===== config.mk =====
export PLATFORM = sky130hd
export DESIGN_NAME = vertex_attribute_unpack
export DESIGN_NICKNAME = d
export VERILOG_FILES = /design/src/rtl/vau_pkg.sv /design/src/rtl/vau_check.sv /design/src/rtl/vau_lane.sv /design/src/rtl/vertex_attribute_unpack.sv
export SDC_FILE = /design/constraint.sdc
export NUM_CORES = 2
export LEC_CHECK = 0
export CAP_MARGIN = 20
export CORE_MARGIN = 8
export CORE_UTILIZATION = 66
export DETAILED_ROUTE_END_ITERATION = 10
export DONT_BUFFER_PORTS = 1
export MAX_ROUTING_LAYER = met4
export PLACE_DENSITY = 0.82
export SYNTH_ARGS = -nofsm -noshare
export SYNTH_HDL_FRONTEND = slang
export SYNTH_SLANG_ARGS = --single-unit
export TNS_END_PERCENT = 5

===== constraint.sdc =====
create_clock -name clk -period 12.55 [get_ports clk]
set_input_delay 0 -clock clk [delete_from_list [all_inputs] [get_ports clk]]
set_output_delay 0 -clock clk [all_outputs]
set_load 0.02 [all_outputs]

===== src/rtl/vau_pkg.sv =====
package vau_pkg;

    // status codes
    localparam logic [2:0] ST_OK         = 3'd0;
    localparam logic [2:0] ST_BAD_USAGE  = 3'd1;
    localparam logic [2:0] ST_STRIDE     = 3'd2;
    localparam logic [2:0] ST_SIZE       = 3'd3;
    localparam logic [2:0] ST_BAD_FORMAT = 3'd4;

    // source format codes
    localparam logic [2:0] FMT_WORD4  = 3'd0;
    localparam logic [2:0] FMT_WORD2  = 3'd1;
    localparam logic [2:0] FMT_TEN    = 3'd2;
    localparam logic [2:0] FMT_BYTE3  = 3'd3;
    localparam logic [2:0] FMT_ARGB   = 3'd4;

    // usage codes
    localparam logic [2:0] USE_UV_LAST  = 3'd2;
    localparam logic [2:0] USE_TANGENT  = 3'd5;
    localparam logic [2:0] USE_COLOUR   = 3'd6;

    // configuration register indexes
    localparam logic [1:0] REG_FORMAT = 2'd0;
    localparam logic [1:0] REG_USAGE  = 2'd1;
    localparam logic [1:0] REG_STRIDE = 2'd2;

    localparam int NUM_LANES = 4;

    typedef enum logic [1:0] {
        LW_8,
        LW_10,
        LW_16
    } lane_width_t;

    typedef struct packed {
        logic [63:0] packed_vertex;
        logic        last_vertex;
    } vau_in_t;

    typedef struct packed {
        logic [31:0] comp_x;
        logic [31:0] comp_y;
        logic [31:0] comp_z;
        logic [31:0] comp_w;
        logic [2:0]  comp_count;
        logic [4:0]  out_stride;
        logic [2:0]  status;
        logic        last_out;
    } vau_out_t;

    typedef struct packed {
        logic [15:0] value;
        lane_width_t width;
        logic        is_signed;
    } lane_in_t;

    typedef struct packed {
        logic s1;
        logic s2;
        logic s3;
    } stage_en_t;

    typedef struct packed {
        logic [2:0] fmt;
        logic [3:0] mask;
        logic [2:0] count;
        logic [4:0] stride;
        logic [2:0] status;
    } check_t;

    typedef struct packed {
        logic [3:0] mask;
        logic [2:0] count;
        logic [4:0] stride;
        logic [2:0] status;
        logic       last;
    } side_t;

endpackage


===== src/rtl/vau_check.sv =====
module vau_check
    import vau_pkg::*;
(
    input  logic       clk,
    input  logic       rst_n,
    input  logic       cfg_we,
    input  logic [1:0] cfg_index,
    input  logic [7:0] cfg_data,
    output check_t     chk
);

    logic [2:0] format_reg, format_next;
    logic [2:0] usage_reg, usage_next;
    logic [7:0] stride_reg, stride_next;

    // register writes
    always_comb
    begin
        format_next = format_reg;
        usage_next  = usage_reg;
        stride_next = stride_reg;
        if (cfg_we)
        begin
            unique case (cfg_index)
                REG_FORMAT: format_next = cfg_data[2:0];
                REG_USAGE:  usage_next  = cfg_data[2:0];
                REG_STRIDE: stride_next = cfg_data;
                default:    ;
            endcase
        end
    end

    always_ff @(posedge clk or negedge rst_n)
    begin
        if (!rst_n)
        begin
            format_reg <= FMT_WORD4;
            usage_reg  <= 3'd0;
            stride_reg <= 8'd8;
        end
        else
        begin
            format_reg <= format_next;
            usage_reg  <= usage_next;
            stride_reg <= stride_next;
        end
    end

    // usage decode and format checks
    always_comb
    begin
        logic [2:0] yields;
        logic [7:0] need_stride;
        logic [3:0] fmask;
        chk.fmt = format_reg;
        if (usage_reg <= USE_UV_LAST)
        begin
            chk.count = 3'd2; chk.stride = 5'd8;
        end
        else if (usage_reg <= USE_TANGENT)
        begin
            chk.count = 3'd3; chk.stride = 5'd12;
        end
        else if (usage_reg == USE_COLOUR)
        begin
            chk.count = 3'd4; chk.stride = 5'd16;
        end
        else
        begin
            chk.count = 3'd0; chk.stride = 5'd0;
        end
        need_stride = (format_reg == FMT_WORD4) ? 8'd8 : 8'd4;
        if (format_reg == FMT_WORD2)
        begin
            yields = 3'd2; fmask = 4'b0011;
        end
        else if (format_reg == FMT_ARGB)
        begin
            yields = 3'd4; fmask = 4'b1111;
        end
        else
        begin
            yields = 3'd3; fmask = 4'b0111;
        end
        priority if (chk.count == 3'd0)
            chk.status = ST_BAD_USAGE;
        else if (format_reg > FMT_ARGB)
            chk.status = ST_BAD_FORMAT;
        else if (stride_reg != need_stride)
            chk.status = ST_STRIDE;
        else if (chk.count != yields)
            chk.status = ST_SIZE;
        else
            chk.status = ST_OK;
        chk.mask = (chk.status == ST_OK) ? fmask : 4'b0000;
    end

endmodule


===== src/rtl/vau_lane.sv =====
module vau_lane
    import vau_pkg::*;
(
    input  logic        clk,
    input  stage_en_t   en,
    input  lane_in_t    lin,
    output logic [31:0] result
);

    localparam logic [48:0] HALF = 49'h0_8000_0000_0000;
    localparam logic [48:0] ONE  = 49'h1_0000_0000_0000;

    logic        s1_zero_reg, s1_one_reg, s1_signed_reg;
    logic [23:0] s1_mant_reg;
    logic [3:0]  s1_lz_reg;
    logic        s2_signed_reg, s2_neg_reg;
    logic [31:0] s2_unorm_reg;
    logic [47:0] s2_mag_reg;
    logic [31:0] result_reg;

    // stage 1: v / (2^n - 1) as a repeating binary fraction, rounded to 24 bits
    logic [15:0] va;
    logic [47:0] rep;
    logic [49:0] rep10;
    logic        all_ones;
    logic [3:0]  lz16;
    logic [47:0] shifted;
    logic [24:0] mant25;

    always_comb
    begin
        rep10 = {5{lin.value[9:0]}};
        unique case (lin.width)
            LW_16:
            begin
                va = lin.value;
                rep = {3{lin.value}};
                all_ones = (lin.value == 16'hffff);
            end
            LW_10:
            begin
                va = {lin.value[9:0], 6'b0};
                rep = rep10[49:2];
                all_ones = (lin.value[9:0] == 10'h3ff);
            end
            LW_8:
            begin
                va = {lin.value[7:0], 8'b0};
                rep = {6{lin.value[7:0]}};
                all_ones = (lin.value[7:0] == 8'hff);
            end
            default:
            begin
                va = 16'd0;
                rep = 48'd0;
                all_ones = 1'b0;
            end
        endcase
        lz16 = 4'd0;
        for (int i = 0; i < 16; i++)
        begin
            if (va[i])
                lz16 = 4'(15 - i);
        end
        shifted = rep << lz16;
        mant25 = shifted[47:23];
    end

    always_ff @(posedge clk)
    begin
        if (en.s1)
        begin
            s1_zero_reg   <= (va == 16'd0);
            s1_one_reg    <= all_ones;
            s1_signed_reg <= lin.is_signed;
            s1_lz_reg     <= lz16;
            s1_mant_reg   <= mant25[24:1] + {23'd0, mant25[0]};
        end
    end

    // stage 2: unsigned float, or the exact value 2b - 1
    logic [48:0] fix2b;
    logic [48:0] diff;
    logic        neg;
    logic [31:0] unorm;

    always_comb
    begin
        if (s1_zero_reg)
            fix2b = 49'd0;
        else if (s1_one_reg)
            fix2b = ONE;
        else
            fix2b = {25'd0, s1_mant_reg} << (5'd24 - {1'b0, s1_lz_reg});
        neg  = (fix2b < HALF);
        diff = neg ? (HALF - fix2b) : (fix2b - HALF);
        if (s1_zero_reg)
            unorm = 32'd0;
        else if (s1_one_reg)
            unorm = 32'h3f80_0000;
        else
            unorm = {1'b0, 8'd126 - {4'd0, s1_lz_reg}, s1_mant_reg[22:0]};
    end

    always_ff @(posedge clk)
    begin
        if (en.s2)
        begin
            s2_signed_reg <= s1_signed_reg;
            s2_neg_reg    <= neg;
            s2_mag_reg    <= diff[47:0];
            s2_unorm_reg  <= unorm;
        end
    end

    // stage 3: normalize and round to nearest even
    logic [5:0]  lz48;
    logic [47:0] norm;
    logic        round_up;
    logic [24:0] sum25;
    logic [31:0] snorm;

    always_comb
    begin
        lz48 = 6'd0;
        for (int i = 0; i < 48; i++)
        begin
            if (s2_mag_reg[i])
                lz48 = 6'(47 - i);
        end
        norm = s2_mag_reg << lz48;
        round_up = norm[23] & ((|norm[22:0]) | norm[24]);
        sum25 = {1'b0, norm[47:24]} + {24'd0, round_up};
        if (s2_mag_reg == 48'd0)
            snorm = 32'd0;
        else
            snorm = {s2_neg_reg,
                     8'd127 - {2'd0, lz48} + {7'd0, sum25[24]},
                     sum25[24] ? 23'd0 : sum25[22:0]};
    end

    always_ff @(posedge clk)
    begin
        if (en.s3)
            result_reg <= s2_signed_reg ? snorm : s2_unorm_reg;
    end

    assign result = result_reg;

endmodule


===== src/rtl/vertex_attribute_unpack.sv =====
// vertex attribute unpack
// vtx channel: one packed source vertex per item (64 bits plus a last flag),
// taken at a clock edge with vtx_valid high and vtx_stall low.
// attr channel: one result item per vertex with four float components,
// component count, output stride, status and the copied last flag.
// The format, usage and declared stride come from the cfg write port; the
// user must write them only while no item is in flight (unchecked by the block).
// An accepted item passes the stage 1, 2 and 3 registers to attr_valid;
// throughput is one item per cycle while attr_stall is low. Four
// conversion lanes run side by side, each a three stage pipeline
// (fraction expansion, 2b-1 subtract, normalize and round); the last
// stage is the output register and the merge zeroes unused components.
// When the receiver stalls, the output item holds and earlier stages keep
// filling until every stage is occupied, then vtx_stall rises.
// Reset empties the pipeline and loads format 0, usage 0 and stride 8.
module vertex_attribute_unpack
    import vau_pkg::*;
(
    input  logic       clk,
    input  logic       rst_n,
    input  logic       vtx_valid,
    output logic       vtx_stall,
    input  vau_in_t    vtx_data,
    output logic       attr_valid,
    input  logic       attr_stall,
    output vau_out_t   attr_data,
    input  logic       cfg_we,
    input  logic [1:0] cfg_index,
    input  logic [7:0] cfg_data
);

    check_t    chk;
    stage_en_t en;
    lane_in_t  lane_in [NUM_LANES];
    logic [31:0] lane_f [NUM_LANES];

    logic  v1_reg, v2_reg, v3_reg;
    side_t side1_reg, side2_reg, side3_reg;

    vau_check u_check (
        .clk       (clk),
        .rst_n     (rst_n),
        .cfg_we    (cfg_we),
        .cfg_index (cfg_index),
        .cfg_data  (cfg_data),
        .chk       (chk)
    );

    // stage enables: a stage loads when it is empty or its successor moves
    always_comb
    begin
        en.s3 = !v3_reg || !attr_stall;
        en.s2 = !v2_reg || en.s3;
        en.s1 = !v1_reg || en.s2;
    end

    assign vtx_stall = !en.s1;

    // lane fields per format
    always_comb
    begin
        logic [31:0] w0;
        logic [31:0] w1;
        w0 = vtx_data.packed_vertex[31:0];
        w1 = vtx_data.packed_vertex[63:32];
        for (int i = 0; i < NUM_LANES; i++)
        begin
            lane_in[i].value     = 16'd0;
            lane_in[i].width     = LW_8;
            lane_in[i].is_signed = 1'b0;
        end
        unique case (chk.fmt)
            FMT_WORD4:
            begin
                lane_in[0] = '{w0[15:0], LW_16, 1'b1};
                lane_in[1] = '{w0[31:16], LW_16, 1'b1};
                lane_in[2] = '{w1[15:0], LW_16, 1'b1};
            end
            FMT_WORD2:
            begin
                lane_in[0] = '{w0[31:16], LW_16, 1'b0};
                lane_in[1] = '{w0[15:0], LW_16, 1'b0};
            end
            FMT_TEN:
            begin
                lane_in[0] = '{{6'd0, w0[9:0]}, LW_10, 1'b1};
                lane_in[1] = '{{6'd0, w0[19:10]}, LW_10, 1'b1};
                lane_in[2] = '{{6'd0, w0[29:20]}, LW_10, 1'b1};
            end
            FMT_BYTE3:
            begin
                lane_in[0] = '{{8'd0, w0[23:16]}, LW_8, 1'b0};
                lane_in[1] = '{{8'd0, w0[15:8]}, LW_8, 1'b0};
                lane_in[2] = '{{8'd0, w0[7:0]}, LW_8, 1'b0};
            end
            FMT_ARGB:
            begin
                lane_in[0] = '{{8'd0, w0[31:24]}, LW_8, 1'b0};
                lane_in[1] = '{{8'd0, w0[23:16]}, LW_8, 1'b0};
                lane_in[2] = '{{8'd0, w0[15:8]}, LW_8, 1'b0};
                lane_in[3] = '{{8'd0, w0[7:0]}, LW_8, 1'b0};
            end
            default: ;
        endcase
    end

    for (genvar g = 0; g < NUM_LANES; g++)
    begin : g_lane
        vau_lane u_lane (
            .clk    (clk),
            .en     (en),
            .lin    (lane_in[g]),
            .result (lane_f[g])
        );
    end

    // stage valid bits
    always_ff @(posedge clk or negedge rst_n)
    begin
        if (!rst_n)
        begin
            v1_reg <= 1'b0;
            v2_reg <= 1'b0;
            v3_reg <= 1'b0;
        end
        else
        begin
            if (en.s1) v1_reg <= vtx_valid;
            if (en.s2) v2_reg <= v1_reg;
            if (en.s3) v3_reg <= v2_reg;
        end
    end

    // sideband travels alongside the lanes
    always_ff @(posedge clk)
    begin
        if (en.s1)
            side1_reg <= '{chk.mask, chk.count, chk.stride, chk.status,
                           vtx_data.last_vertex};
        if (en.s2)
            side2_reg <= side1_reg;
        if (en.s3)
            side3_reg <= side2_reg;
    end

    // merge lanes into the result item
    always_comb
    begin
        attr_data.comp_x     = side3_reg.mask[0] ? lane_f[0] : 32'd0;
        attr_data.comp_y     = side3_reg.mask[1] ? lane_f[1] : 32'd0;
        attr_data.comp_z     = side3_reg.mask[2] ? lane_f[2] : 32'd0;
        attr_data.comp_w     = side3_reg.mask[3] ? lane_f[3] : 32'd0;
        attr_data.comp_count = side3_reg.count;
        attr_data.out_stride = side3_reg.stride;
        attr_data.status     = side3_reg.status;
        attr_data.last_out   = side3_reg.last;
    end

    assign attr_valid = v3_reg;

    a_err_zero: assert property (@(posedge clk) disable iff (!rst_n)
        attr_valid && attr_data.status != ST_OK |->
        attr_data.comp_x == 32'd0 && attr_data.comp_y == 32'd0 &&
        attr_data.comp_z == 32'd0 && attr_data.comp_w == 32'd0)
        else $error("error item carries components");

    a_bad_usage: assert property (@(posedge clk) disable iff (!rst_n)
        attr_valid && attr_data.status == ST_BAD_USAGE |->
        attr_data.comp_count == 3'd0 && attr_data.out_stride == 5'd0)
        else $error("bad usage with nonzero count");

    a_no_stall: assert property (@(posedge clk) disable iff (!rst_n)
        !attr_stall |-> !vtx_stall)
        else $error("input stalled while output drains");

    a_uv_zero: assert property (@(posedge clk) disable iff (!rst_n)
        attr_valid && attr_data.comp_count == 3'd2 |->
        attr_data.comp_z == 32'd0 && attr_data.comp_w == 32'd0)
        else $error("uv item with z or w set");

endmodule

## After elaboration in Yosys (flattened, before gate mapping)

Index checks and enable logic that the tools add are counted.

| storage, ports and cells | value |
|---|---|
| bits in registers | 645 |
| logic and storage cells | 508 |
| memory bits (read-only) | 0 |
| input bits | 80 |
| latch bits | 0 |
| memories kept | 0 |
| output and inout bits | 142 |
| memory bits (writable) | 0 |

| operators by class | value |
|---|---|
| add/subtract/negate cells | 32 |
| eq/ne operators | 29 |
| multiply operators | 0 |
| shift operators | 12 |
| mux-type cells | 315 |
| order comparisons | 7 |
| reductions and logical operators | 37 |
| bitwise operators | 9 |
| div/mod/pow operators | 0 |

Operators by type and width:

| cell | number |
|---|---|
| 6-bit two-way mux | 192 |
| 48-bit case mux with 3 select lines | 4 |
| 49-bit two-way mux | 8 |
| 32-bit two-way mux | 12 |
| 4-bit two-way mux | 66 |
| 49-bit by 48-bit less-than comparator with 1-bit output, second input constant | 4 |
| 24-bit by 5-bit left shift with 49-bit output | 4 |
| 48-bit zero test | 4 |
| 48-bit two-way mux | 4 |
| 16-bit case mux with 3 select lines | 4 |
| 48-bit by 4-bit left shift with 48-bit output | 4 |
| 48-bit by 6-bit left shift with 48-bit output | 4 |
| 48-bit subtractor, first input constant | 4 |
| 48-bit subtractor, second input constant | 4 |
| 38-bit case mux with 5 select lines | 1 |
| 30-bit two-way mux | 4 |
| 24-bit by 1-bit adder with 25-bit output | 4 |
| 24-bit by 1-bit adder with 24-bit output | 4 |
| 23-bit two-way mux | 4 |
| 23-bit OR reduction | 4 |
| 19-bit case mux with 4 select lines | 1 |
| 16-bit zero test | 4 |
| 16-bit == test, second input constant | 3 |
| 8-bit by 1-bit adder with 8-bit output | 4 |
| other kinds (31) | 90 |

## Logic depth before layout (Yosys ltp)

| depth | value |
|---|---|
| depth after elaboration | 56 |
| mapped depth | 26 |
| depth with buffers taken out | 22 |

## By module

A second synthesis with hierarchy kept.

| unflattened totals | value |
|---|---|
| cell total of the unflattened synthesis | 7754 |
| area, all modules | 64882.2 um^2 |

By module, submodules not included:

| module | area an instance (um^2) | times used | cells an instance |
|---|---|---|---|
| vau_lane at g_lane[2].u_lane | 15290.9 | 1 | 1858 |
| vau_lane at g_lane[1].u_lane | 15289.7 | 1 | 1789 |
| vau_lane at g_lane[3].u_lane | 15061.9 | 1 | 1867 |
| vau_lane at g_lane[0].u_lane | 14871.8 | 1 | 1797 |
| vertex_attribute_unpack | 3574.7 | 1 | 369 |
| vau_check | 793.3 | 1 | 74 |

## Worst setup path after synthesis

OpenSTA, ideal clock, no wires.

| timing | value |
|---|---|
| path kind | register -> register |
| start | register v3_reg, in the netlist attr_valid |
| end | register g_lane[0].u_lane.s2_mag_reg[0] (enable) |
| library setup time | 2734 ps |
| arrival time | 6492 ps |
| clock period less this slack | 9226 ps |
| stages on the path, launching flop included | 2 |
| path slack | 3324 ps |
| data required time | 9816 ps |
| buffers on the path | 0 |
| cell sequence | dfrtp_1 nand3_1 |

RTL lines:

| what | RTL line | RTL |
|---|---|---|
| from (decl) | vertex_attribute_unpack.sv:37 | `logic v1_reg, v2_reg, v3_reg;` |
| from (signal assigned) | vertex_attribute_unpack.sv:130 | `if (en.s3) v3_reg <= v2_reg;` |
| to (signal assigned) | vau_lane.sv:111 | `s2_mag_reg <= diff[47:0];` |
| to (decl) | vau_lane.sv:18 | `logic [47:0] s2_mag_reg;` |

## Worst setup path after layout

| timing | value |
|---|---|
| start | register g_lane[0].u_lane.s2_mag_reg[9] |
| end | register g_lane[0].u_lane.result_reg[21], data pin |

| between the ends | value |
|---|---|
| longest elaborated chain between the ends | 47 |
| elaborated cells between the ends (all ways) | 48 |

RTL lines:

| what | RTL line | RTL |
|---|---|---|
| 6-bit two-way mux (39 in a row) | vau_lane.sv:128 | `if (s2_mag_reg[i])` |
| 48-bit by 6-bit left shift with 48-bit output | vau_lane.sv:131 | `norm = s2_mag_reg << lz48;` |
| 23-bit OR reduction | vau_lane.sv:132 | `round_up = norm[23] & ((\|norm[22:0]) \| norm[24]);` |
| 1-bit bitwise OR | vau_lane.sv:132 |  |
| 1-bit AND | vau_lane.sv:132 |  |
| 24-bit by 1-bit adder with 25-bit output | vau_lane.sv:133 | `sum25 = {1'b0, norm[47:24]} + {24'd0, round_up};` |
| 23-bit two-way mux | vau_lane.sv:139 | `sum25[24] ? 23'd0 : sum25[22:0]};` |
| 32-bit two-way mux (*) | vau_lane.sv:134 | `if (s2_mag_reg == 48'd0)` |
| 32-bit two-way mux (*) | vau_lane.sv:145 | `result_reg <= s2_signed_reg ? snorm : s2_unorm_reg;` |
| to (signal assigned) | vau_lane.sv:145 |  |
| to (decl) | vau_lane.sv:19 | `logic [31:0] result_reg;` |

Mark *: on every way between the ends. The rest lies on a longest branch, timed or not.
A chain may end at the register's enable or synchronous reset.

==> key figures <==
Run status
  • Outcome: finished, final reports clean

Min path
  • HP Class: in -> reg

Critical path
  • Critical Path Max Stage Delay: approximately 900 ps
  • Critical path, cell by cell: nor4_1 > o211a_1 > or4_1 > nand2_2 > a21oi_1 > o21ai_0 > nand3_1 > a21oi_1 > nor3_2 > o21a_1 > ha_1 > inv_1 > o31ai_2 > nand4_4 > or4_4 > o21ai_2 > a22oi_1
  • Crit path launch type: register
  • Most used cell, CP: a21oi_1
  • CP max-delay cell: o21ai_2
  • CP max FO: 29
  • Worst Path Class, Setup: reg -> reg
  • Critical Path RT: 12850 ps
  • Crit path DAT: 8180 ps
  • Critical path capture point type: register

Global route
  • Vias in the first global route: 49100
  • Grt ovf: 0
  • Initial antenna violation count: 8
  • GR Util All Layers: 0.443
  • First-pass GRT wire length: just over 300 mm
  • Largest net degree at the start of global routing: 91

STA
  • Slew @ Worst Pin: about 1200 ps
  • Fin Clk Skew: 107 ps
  • Final setup viols: 0
  • Final setup TNS: 0 ps
  • Unrepaired setup endpoints after global routing: false
  • Final WS setup: 4660 ps
  • Max transition margin: 0.176
  • Fmax: 127 MHz
  • Post-route minimum period: 7890 ps
  • Endpoints failing hold: 0
  • Pins over their slew limit: 0
  • Final period util: 0.628

Finish
  • Largest register FFs: 144
  • Final Net Count: 6000
  • Share of layout cells above drive strength 1: 0.0956
  • Fin area: 55000 sq um
  • Syn-to-layout area delta: 5.17%

CTS
  • CTS clk-pin slew, worst paths: 60 ps
  • Clock Tree Buf Depth: 3
  • Total CTS buffers: 55
  • CTS tree: yes
  • Sink Count: 541
  • Number of H-tree levels: 2
  • Root buffer cell: clkbuf_16
  • Worst-skew pair later-pin latency: 700 ps

Yosys
  • Share of flip-flops with an asynchronous set or reset: 0.0314
  • Yosys cell types: between 100 and 150
  • YS warnings: 0
  • FF+latch count, synth: approximately 540
  • Seq/Total Area, Yosys: 0.309
  • EDFF count, synth: 524
  • Cells after Synth: 6145
  • Mean Syn Cell Area: 8.51 sq um
  • Ys flop type: edfxtp_1
  • Synth Cell Area: 52300 sq um

Drt
  • DRC: 0
  • Final ANT Viol Nets: 0
  • Initial detailed-routing violation count: 9624
  • DRT Wirelength: ~200 mm
  • DR vias: 54000
  • Drt pass-1 iters: 8
  • Via/cell ratio: 7.72
  • WL per Instance: approximately 29 um

Place
  • Buffers on Ports: 0
  • HPWL Detailed: 147 mm
  • Post-Place Worst Slack: 5090 ps
  • GP Congestion: around 1.1
  • Placement Cell Area: around 53000 sq um

Floorplanning
  • Die area: 88500 sq um
  • Die width: 297 um
  • Initial core utilization: 0.664
  • Rows: around 100
  • Io pins: 222
  • Core area: 78700 sq um
  • Height of the die: 297 um

Job
  • Max cap viols: 0
-- worst max-delay path: cells and delay by family, from the launching register on --
| kind | cells | cell delay [ps] |
|---|---|---|
| simple gates | 7 | 3190 |
| buf+inv | 1 | 80 |
| fa+ha+maj | 1 | 250 |
| compound gates | 8 | 3380 |
| flops | 1 | 600 |
-- final cells by class --
class,instances,area [sq um]
diodes,10,25.0
multi-input cells,4996,33700
clock inverters,30,404
clock buffers,68,1490
flip-flops and latches,541,16200
fillers,6000,23800
inverters,133,499
repair buffers,166,1380
well taps,1050,1310
-- cells by family (layout without fill, tap and decap cells) --
family / after synthesis / in the layout / share of synthesized area
AOI/OAI and AO/OA: 1849 / 1849 / 0.244
DFF: 541 / 541 / 0.309
adders and majority gates: 27 / 27 / 0.00646
xor gates and xnor gates: 241 / 241 / 0.0404
buffers and inverters: 622 / 397 / 0.0502
other: 2 / 26 / 0.000144
muxes: 541 / 541 / 0.126
and+or+nand+nor: 2322 / 2322 / 0.223
-- path summary, 6_finish.rpt --
| kind | start | endpoint | slack, ps | depth (start not counted) |
|---|---|---|---|---|
| min in group asynchronous | rst_n | v1_reg$_DFFE_PN0N_ | 390 | 2 |
| max | g_lane[0].u_lane.s2_mag_reg[9]$_DFFE_PP_ | g_lane[0].u_lane.result[21]$_DFFE_PP_ | 4660 | 17 |
| max in group asynchronous | rst_n | u_check.format_reg[0]$_DFFE_PN0P_ | 11590 | 2 |
| min reg2reg | side2_reg[0]$_DFFE_PP_ | attr_data[0]$_DFFE_PP_ | 420 | 0 |
| max reg2reg | g_lane[0].u_lane.s2_mag_reg[9]$_DFFE_PP_ | g_lane[0].u_lane.result[21]$_DFFE_PP_ | 4660 | 17 |
| min | vtx_data[30] | g_lane[2].u_lane.s1_mant_reg[22]$_DFFE_PN_ | 20 | 4 |
-- layer usage --
metal	vias up	routed length (um)	track usage
li1	23000	-	-
met1	25100	73000	0.556
met2	4877	86600	0.644
met3	1041	28700	0.121
met4	0	15000	0.248
met5	-	0	-
-- stage by stage --
stage	utilization	instances	hold WS (ps)
final	0.698	6994	24.7
after global routing	0.698	6994	93.6
after CTS	0.698	6979	3.43
after detailed placement	0.667	6829	-295
after global placement	0.667	6829	-295
after floorplan	-	6159	-296
-- synthesized netlist by cell type, types with 56 or more instances --
cell	n	share of area
nor2_1	615	0.044
nand2_1	539	0.039
edfxtp_1	524	0.30
a21oi_1	356	0.034
mux2i_1	325	0.062
o21ai_0	325	0.031
clkbuf_1	304	0.022
and2_1	276	0.033
nor3_1	177	0.017
o211ai_1	165	0.024
nand3_1	158	0.015
xnor2_1	147	0.025
mux2_2	133	0.029
inv_1	121	0.0087
a211oi_1	116	0.017
buf_2	101	0.0097
xor2_1	94	0.016
nor4_1	89	0.011
mux4_2	82	0.035
o22ai_1	77	0.0092
a31oi_1	69	0.0083
nand2b_1	67	0.0080
o2bb2ai_1	66	0.011
o31ai_1	56	0.0080
-- cell usage in the layout (no fill, tap or decap), types with 27 or more instances in the layout --
cell type      Yosys  layout
nand4_1           44      44
a31oi_1           69      69
a22o_1            45      45
dlygate4sd3_1      0      52
nor2b_1           49      49
o31ai_1           56      55
or3_1             40      40
o211ai_1         165     165
mux2i_1          325     325
o221ai_1          35      35
mux2_2           133     133
a22oi_1           52      52
clkbuf_16          0      56
xor2_1            94      92
o21a_1            28      28
a21o_1            50      50
nand3_1          158     157
and3_1            54      54
a211oi_1         116     116
ha_1              27      27
nor3_1           177     175
or2_2             46      46
or4_1             42      42
nor4_1            89      89
o22ai_1           77      77
nand2b_1          67      67
o21ai_0          325     323
and2_1           276     276
inv_1            121     120
a221oi_1          44      43
edfxtp_1         524     524
xnor2_1          147     143
buf_4             30     109
nand2_1          539     538
o2bb2ai_1         66      66
nor2_1           615     614
a21oi_1          356     354
mux4_2            82      82
-- what timing repair did --
action,CTS,global route
endpoints found under the hold margin,52,0
resized for setup,0,0
hold buffers,52,0
setup buffers,0,0
Power is left out: the tool's default activity adds up to more than one toggle a clock period on the data nets, which glitch-free logic cannot reach.
